## src/rtl/bfk_pkg.sv

```systemverilog
// bfk_pkg: shared types and constants of the bone chain forward kinematics core
// no dependencies
`timescale 1ns / 1ps
package bfk_pkg;
    localparam int unsigned CORDIC_STEPS = 16;
    localparam logic signed [33:0] CORDIC_START = 34'sd652032874;

    localparam logic [1:0] CFG_FACING_LEFT = 2'd0;
    localparam logic [1:0] CFG_ROOT_POS_X  = 2'd1;
    localparam logic [1:0] CFG_ROOT_POS_Y  = 2'd2;

    typedef enum logic [2:0] {
        ST_IDLE,
        ST_READ,
        ST_CORDIC,
        ST_MUL,
        ST_DONE
    } t_state;

    typedef struct packed {
        logic [31:0] x;
        logic [31:0] y;
        logic [15:0] ang;
    } t_pose;

    function automatic logic signed [33:0] atan_step(input logic [3:0] i);
        logic signed [33:0] v;
        case (i)
            4'd0:  v = 34'sd536870912;
            4'd1:  v = 34'sd316933406;
            4'd2:  v = 34'sd167458907;
            4'd3:  v = 34'sd85004756;
            4'd4:  v = 34'sd42667331;
            4'd5:  v = 34'sd21354465;
            4'd6:  v = 34'sd10679838;
            4'd7:  v = 34'sd5340245;
            4'd8:  v = 34'sd2670163;
            4'd9:  v = 34'sd1335087;
            4'd10: v = 34'sd667544;
            4'd11: v = 34'sd333772;
            4'd12: v = 34'sd166886;
            4'd13: v = 34'sd83443;
            4'd14: v = 34'sd41722;
            4'd15: v = 34'sd20861;
            default: v = 34'sd0;
        endcase
        return v;
    endfunction
endpackage

```

## src/rtl/bfk_cordic.sv

```systemverilog
// bfk_cordic: iterative sine/cosine of a binary angle, q1.30 results
// depends on bfk_pkg
`timescale 1ns / 1ps
module bfk_cordic import bfk_pkg::*; (
    input  logic               i_clk,
    input  logic               i_rst_n,
    input  logic               i_start,
    input  logic [15:0]        i_angle,
    output logic               o_done,
    output logic signed [31:0] o_cos,
    output logic signed [31:0] o_sin
);
    logic signed [33:0] r_x, r_y, r_z;
    logic [1:0]         r_q;
    logic [3:0]         r_step;
    logic               r_busy, r_fin, r_done;
    logic signed [31:0] r_cos, r_sin;

    logic [15:0]        w_t;
    logic signed [14:0] w_r;
    logic signed [33:0] w_dx, w_dy;

    assign w_t  = i_angle + 16'h2000;
    assign w_r  = $signed({1'b0, w_t[13:0]}) - 15'sd8192;
    assign w_dx = r_y >>> r_step;
    assign w_dy = r_x >>> r_step;

    always_ff @(posedge i_clk) begin
        if (!i_rst_n) begin
            r_busy <= 1'b0;
            r_fin  <= 1'b0;
            r_done <= 1'b0;
            r_step <= '0;
        end else begin
            r_done <= r_fin;
            r_fin  <= 1'b0;
            if (i_start) begin
                r_busy <= 1'b1;
                r_step <= '0;
            end else if (r_busy) begin
                r_step <= r_step + 4'd1;
                if (r_step == 4'(CORDIC_STEPS - 1)) begin
                    r_busy <= 1'b0;
                    r_fin  <= 1'b1;
                end
            end
        end
    end

    always_ff @(posedge i_clk) begin
        if (i_start) begin
            r_x <= CORDIC_START;
            r_y <= '0;
            r_z <= {{3{w_r[14]}}, w_r, 16'b0};
            r_q <= w_t[15:14];
        end else if (r_busy) begin
            if (!r_z[33]) begin
                r_x <= r_x - w_dx;
                r_y <= r_y + w_dy;
                r_z <= r_z - atan_step(r_step);
            end else begin
                r_x <= r_x + w_dx;
                r_y <= r_y - w_dy;
                r_z <= r_z + atan_step(r_step);
            end
        end
        if (r_fin) begin
            case (r_q)
                2'd0: begin r_cos <= r_x[31:0];    r_sin <= r_y[31:0];    end
                2'd1: begin r_cos <= -r_y[31:0];   r_sin <= r_x[31:0];    end
                2'd2: begin r_cos <= -r_x[31:0];   r_sin <= -r_y[31:0];   end
                default: begin r_cos <= r_y[31:0]; r_sin <= -r_x[31:0];   end
            endcase
        end
    end

    assign o_done = r_done;
    assign o_cos  = r_cos;
    assign o_sin  = r_sin;

    assert property (@(posedge i_clk) disable iff (!i_rst_n) r_fin |=> r_done)
        else $error("cordic finish not followed by done");
    assert property (@(posedge i_clk) disable iff (!i_rst_n) i_start |=> r_busy)
        else $error("cordic did not start");
    assert property (@(posedge i_clk) disable iff (!i_rst_n) !(r_busy && r_fin))
        else $error("cordic busy and finishing at once");
endmodule

```

## config.mk

```make
export PLATFORM = sky130hd
export DESIGN_NAME = bfk_cordic
export DESIGN_NICKNAME = d
export VERILOG_FILES = /design/src/rtl/bfk_pkg.sv /design/src/rtl/bfk_cordic.sv
export SDC_FILE = /design/constraint.sdc
export NUM_CORES = 1
export LEC_CHECK = 0
export BUFFER_PORTS_ARGS = -buffer_cell sky130_fd_sc_hd__buf_2
export CAP_MARGIN = 20
export CORE_ASPECT_RATIO = 1.2
export CORE_MARGIN = 3
export CORE_UTILIZATION = 35
export CTS_BUF_LIST = sky130_fd_sc_hd__clkbuf_16
export CTS_CLUSTER_DIAMETER = 120
export DETAILED_ROUTE_END_ITERATION = 6
export GPL_TIMING_DRIVEN = 0
export PLACE_DENSITY_LB_ADDON = 0.08
export SLEW_MARGIN = 10
export SYNTH_ARGS = -nofsm -noshare
export SYNTH_HDL_FRONTEND = slang
export SYNTH_SLANG_ARGS = --single-unit
export TNS_END_PERCENT = 1
```

## constraint.sdc

```tcl
create_clock -name i_clk -period 7.4 [get_ports i_clk]
set_clock_uncertainty 0.2 [all_clocks]
set_input_delay 0.74 -clock i_clk [delete_from_list [all_inputs] [get_ports i_clk]]
set_output_delay 0.74 -clock i_clk [all_outputs]
set_load 0.005 [all_outputs]
```

Word-level counts from Yosys, hierarchy flattened
Memories as Yosys holds them, arrays and structs flattened. A register that Yosys moved wholly into a read port is not among the register bits.
Cells that the tools add are included.

storage, ports and cells
  register bits after elaboration = 175
  output and inout port bits = 65
  bits in read-only memories = 960
  latch bits = 0
  input bits = 19
  memories = 2
  memory bits (writable) = 0

memories
  name             depth  width  read ports  clocked after memory_dff  write ports  line           text
  (no name shown)  16     30     1           1                         0            bfk_pkg.sv:28  case (i)
  (no name shown)  16     30     1           1                         0            bfk_pkg.sv:28

cells by class
  reductions and logical operators = 4
  multipliers = 0
  bitwise operators = 2
  eq/ne operators = 3
  div/mod/pow operators = 0
  shift operators = 2
  mux-type cells = 21
  order comparisons = 0
  add/sub/neg operators = 11

operators with widths
  kind                      number
  $mux W34                  11
  $pmux W32 S3              2
  $add A34 B34 Y34          3
  $sub A34 B34 Y34          3
  $sshr A34 B4 Y34          2
  $neg A32 Y32              2
  $add A16 B14 Y16 const B  1
  $mux W4                   4
  $sub A14 B14 Y15 const B  1
  $add A4 B1 Y4 const B     1
  $eq A4 B4 Y1 const B      1
  $mux W1                   4
  $reduce_or A3 Y1          1
  $eq A2 B1 Y1 const B      1
  $eq A2 B2 Y1 const B      1
  $logic_not A2 Y1          1
  $not A1 Y1                2
  $reduce_bool A2 Y1        1
  $reduce_or A2 Y1          1

Longest topological paths before layout
  depth in word-level cells = 7
  mapped depth = 27
  gate-level depth less buffers = 22

Worst setup path before layout
No wires, ideal clock.

  path type = register to register
  from = register r_step[3]
  to = register r_y[28]
  clock period less this slack = 6.212 ns
  stages on the path, launching flop included = 27
  path slack = 1.188 ns
  arrival = 5.884 ns
  required time = 7.072 ns
  path through = dfxtp_1 clkbuf_1 buf_1 buf_2 clkbuf_1 clkbuf_1 clkbuf_1 buf_1 nand2_1 o21ai_0 ha_1 a21boi_0 nand3_1 nor2_1 a31oi_1 xor2_1 ha_1 nand2_1 nor2_1 a221o_1 a2111oi_0 o31ai_1 a21oi_1 o21ai_0 a21oi_1 xnor2_1 o21ai_0

on the way
  longest elaborated chain between the ends = 3
  elaborated cells on any way between the ends = 4

ends and longest elaborated chain
  element                                                      line                                text
  start: declaration                                           bfk_cordic.sv:15                    logic [3:0] r_step;
  start signal: assignment                                     bfk_cordic.sv:41                    r_step <= r_step + 4'd1;
  $sshr A34 B4 Y34 *                                           bfk_cordic.sv:26                    assign w_dy = r_x >>> r_step;
  $add A34 B34 Y34 / $sub A34 B34 Y34 (equally long branches)  bfk_cordic.sv:59, bfk_cordic.sv:63
  $mux W34 *                                                   bfk_cordic.sv:57                    if (!r_z[33]) begin
  end signal: assignment                                       bfk_cordic.sv:59                    r_y <= r_y + w_dy;
  end signal: assignment                                       bfk_cordic.sv:63                    r_y <= r_y - w_dy;
  end: declaration                                             bfk_cordic.sv:13                    logic signed [33:0] r_x, r_y, r_z;

Mark *: on every way between the ends. The rest lies on a longest branch, timed or not.
A chain may end at the register's enable or synchronous reset.

Worst setup path after layout
  from = register r_step[2]
  to = register r_y[33]

Same word-level chain as after synthesis.

==> out/results.ini <==
[clock_tree]
clock_latency_ns=0.59
cts_tree=built
cts_root_buf=clkbuf_16
path_clk_slew_ns=0.07
cts_buffer_depth=3
numCtsBuffers=27
clock_sinks=205
htreeDepth=1
cts_hold_buffers=0

[logic_synthesis]
yosys.area_share.adder_pct=7.31
yosysMostFrequentCell=nor2_1
yosysUniqueCellTypes=96
synth_compound_area_share_pct=19.9
synth_xor_area_share_pct=11.5
synth_common_cells=273 x nor2_1, 236 x nand2_1, 228 x a21oi_1
seq_area_frac_synth_pct=24.5
syn-num-nets=2571
synth_edf_count=84
synth_area_per_cell_um2=8.28
yosysWarnings=0
synth_mux_area_share_pct=14.0
yosys-top-cells-area=edfxtp_1 13%, dfxtp_1 12%, mux4_2 7.5%
yosys.area_share.simple_pct=17.8
ys_seq_elements=205
syn_inst=2436
synth_top_cell_by_area=edfxtp_1
async_reset_ff_share_pct=0
dominantRegCellSynth=dfxtp_1
syn-cell-area_um2=20200
yosys.area.top_type_share_pct=12.5
synth_top_family_by_area=compound AO/OA/AOI/OAI gates

[setup_path]
cp_data_arrival_time_ns=7.38
critPathRequiredTime_ns=7.66
endpoint_kind=flop
critPathKind=reg -> reg
critPathMaxFanout=10
crit_path_start_kind=flop

[final_layout]
syn_to_final_growth_pct=11.8
post-route-util_pct=39.9
fin_cells=3300
final_nets=2687
drive_above_1_share_pct=12.1
diodes=0
stdcell_area_um2=22600
seq_area_um2=4950
multi_input_area_um2=14300
fill_cells=5866

[run_status]
status=finished clean

[placed_design]
hpwlAfterDp_um=70100
routabilityCongestion=0.999
placedInstanceArea_um2=21600
dp.cells=3252
port_buffers=83

[route]
drtIter0Drc=1344
drc=0
wirelength_um=87900
via_per_inst=5.82
num_vias=19200
avgRoutedWirePerCell_um=26.6
antenna_left=0
dr.pass1.iters=7

[timing]
slew-limit-headroom_pct=19.7
fin_crit_ns=7.12
finalCritPeriodShare_pct=96.2
setup_tns_ns=0
hold_viol=0
tightest_slew_ns=1.20
rsz0062_at_grt=no
final-max-slew-violation-count=0
max_freq_mhz=140
finalSetupViolCount=0

[global_route]
gr-total-overflow=0
use_met3_pct=3.02
grt_pass1_vias=19577
grt_pass1_wl_um=127000
grt_busiest_layer=met2
grt_usage_pct=28.4
grt_use_met1_pct=31.5
use_met2_pct=53.3
grt_max_degree=65
grt_antenna_before_repair=0

[die]
io_pins=84
die_h_um=269
fp.dieW_um=225
row_count=95
start_util_pct=35.7
core_um2=56500
die-area_um2=60600

[pwr]
power_density_nw_per_um2=392
pwr-share-clk_pct=14.7
p_leak_nw=9.19
p_comb_share_pct=67.3
p_sw_w=0.00433
pwr-share-seq_pct=18.0
swShare_pct=49.0
vdd_drop_max_mv=0.148
internal_power_w=0.00450

[hold_path]
hold_class=in -> reg

[flow_run]
drv_cap=0

power groups by stage:
stage               Clock, W  Combinational (W)  Sequential, W
global placement           0            0.00578        0.00160
floorplan                  0            0.00442        0.00152
global route         0.00138            0.00654        0.00161
finish               0.00130            0.00595        0.00159
detailed placement         0            0.00582        0.00161
CTS                  0.00134            0.00587        0.00158
worst paths after layout:
kind | startpoint | to | slack, ns | cells after the start
setup / recovery | r_step[2] | r_y[33] | 0.28 | 21
hold / removal | i_start | r_q[0] | 0.20 | 1
setup reg to reg | r_step[2] | r_y[33] | 0.28 | 21
hold reg to reg | r_z[15] | r_z[15] | 0.28 | 2
worst max-delay path, cell delays in order (launching register included):
cell and delay (ns):
dfxtp_1 0.42, clkbuf_2 0.41, clkbuf_1 0.62, buf_2 0.45, clkbuf_1 0.47, a211o_1 0.22
o21ai_0 0.11, ha_1 0.29, a21boi_2 0.22, a31oi_1 0.22, xnor2_1 0.17, ha_1 0.44
and4_1 0.28, nand3_1 0.12, o221ai_1 0.49, a311oi_2 0.26, o41a_1 0.48, o21ai_0 0.35
o41ai_2 0.11, xor2_1 0.17, nor2_1 0.11, mux2_1 0.33
area by class of cell:
| cell class | instances | share of cell area (%) |
|---|---|---|
| inverters | 62 | 1.03 |
| plain buffers | 168 | 3.49 |
| clock buffers | 28 | 3.11 |
| well taps | 727 | 4.03 |
| repair buffers | 90 | 2.30 |
| clock inverters | 22 | 0.677 |
| multi-input cells | 1998 | 63.4 |
| flip-flops and latches | 205 | 21.9 |
cells in the final DEF, fill, tap and decap left out, types with 7 or more instances in the layout:
cell / Yosys / layout
buf_6: 10 / 12
a21o_1: 46 / 46
buf_2: 11 / 95
o211ai_1: 12 / 12
o21a_1: 11 / 11
or3_1: 16 / 16
inv_1: 59 / 67
nor4_1: 26 / 26
or4_1: 8 / 8
edfxtp_1: 84 / 84
ha_1: 113 / 113
and2_1: 20 / 20
xnor2_1: 139 / 139
nor2_1: 273 / 271
clkbuf_16: 0 / 28
nand3_1: 32 / 31
xor2_1: 125 / 125
a211oi_1: 23 / 22
buf_4: 3 / 7
nor2b_1: 30 / 30
buf_1: 27 / 21
dfxtp_1: 121 / 119
a22oi_1: 9 / 9
mux2_2: 29 / 29
mux4_2: 67 / 67
nand2_1: 236 / 236
nand4_1: 8 / 8
nor3_1: 51 / 50
or2_2: 10 / 10
a21oi_1: 228 / 228
nand2b_1: 28 / 28
mux2i_1: 78 / 77
a31oi_1: 31 / 31
o21bai_1: 20 / 20
and3_1: 11 / 11
o31ai_1: 19 / 19
o21ai_0: 166 / 166
clkbuf_1: 118 / 108
metal layers:
metal  up-vias  wire length (um)  part of all wire (%)
met5         -                 0                     0
met4         0              5160                   5.9
met3       195              3880                   4.4
met2       620             45100                    51
met1      9312             33800                    38
li1       9073                 -                     -
stage by stage:
stage	setup slack [ns]	hold slack, ns	total power (W)
finish	0.282	0.203	0.00884
global route	0.0129	0.176	0.00953
CTS	0.0190	0.165	0.00880
detailed placement	-2.68	0.265	0.00742
global placement	-2.76	0.261	0.00738
floorplan	1.19	0.245	0.00595
what timing repair did:
| item | 4_1_cts | 5_1_grt |
|---|---|---|
| pin swaps | 0 | 0 |
| endpoints found under the setup margin | 53 | 10 |
| resized for setup | 30 | 10 |
| setup buffers | 0 | 1 |
cell families (layout without fill, tap and decap cells):
| family | after synthesis | count (layout) |
|---|---|---|
| DFF | 205 | 205 |
| xor gates and xnor gates | 264 | 264 |
| AOI/OAI and AO/OA | 655 | 655 |
| muxes | 185 | 185 |
| adders and majority gates | 116 | 116 |
| buffers and inverters | 233 | 370 |
| and+or+nand+nor | 778 | 778 |
(Power assumes the default switching activity.)
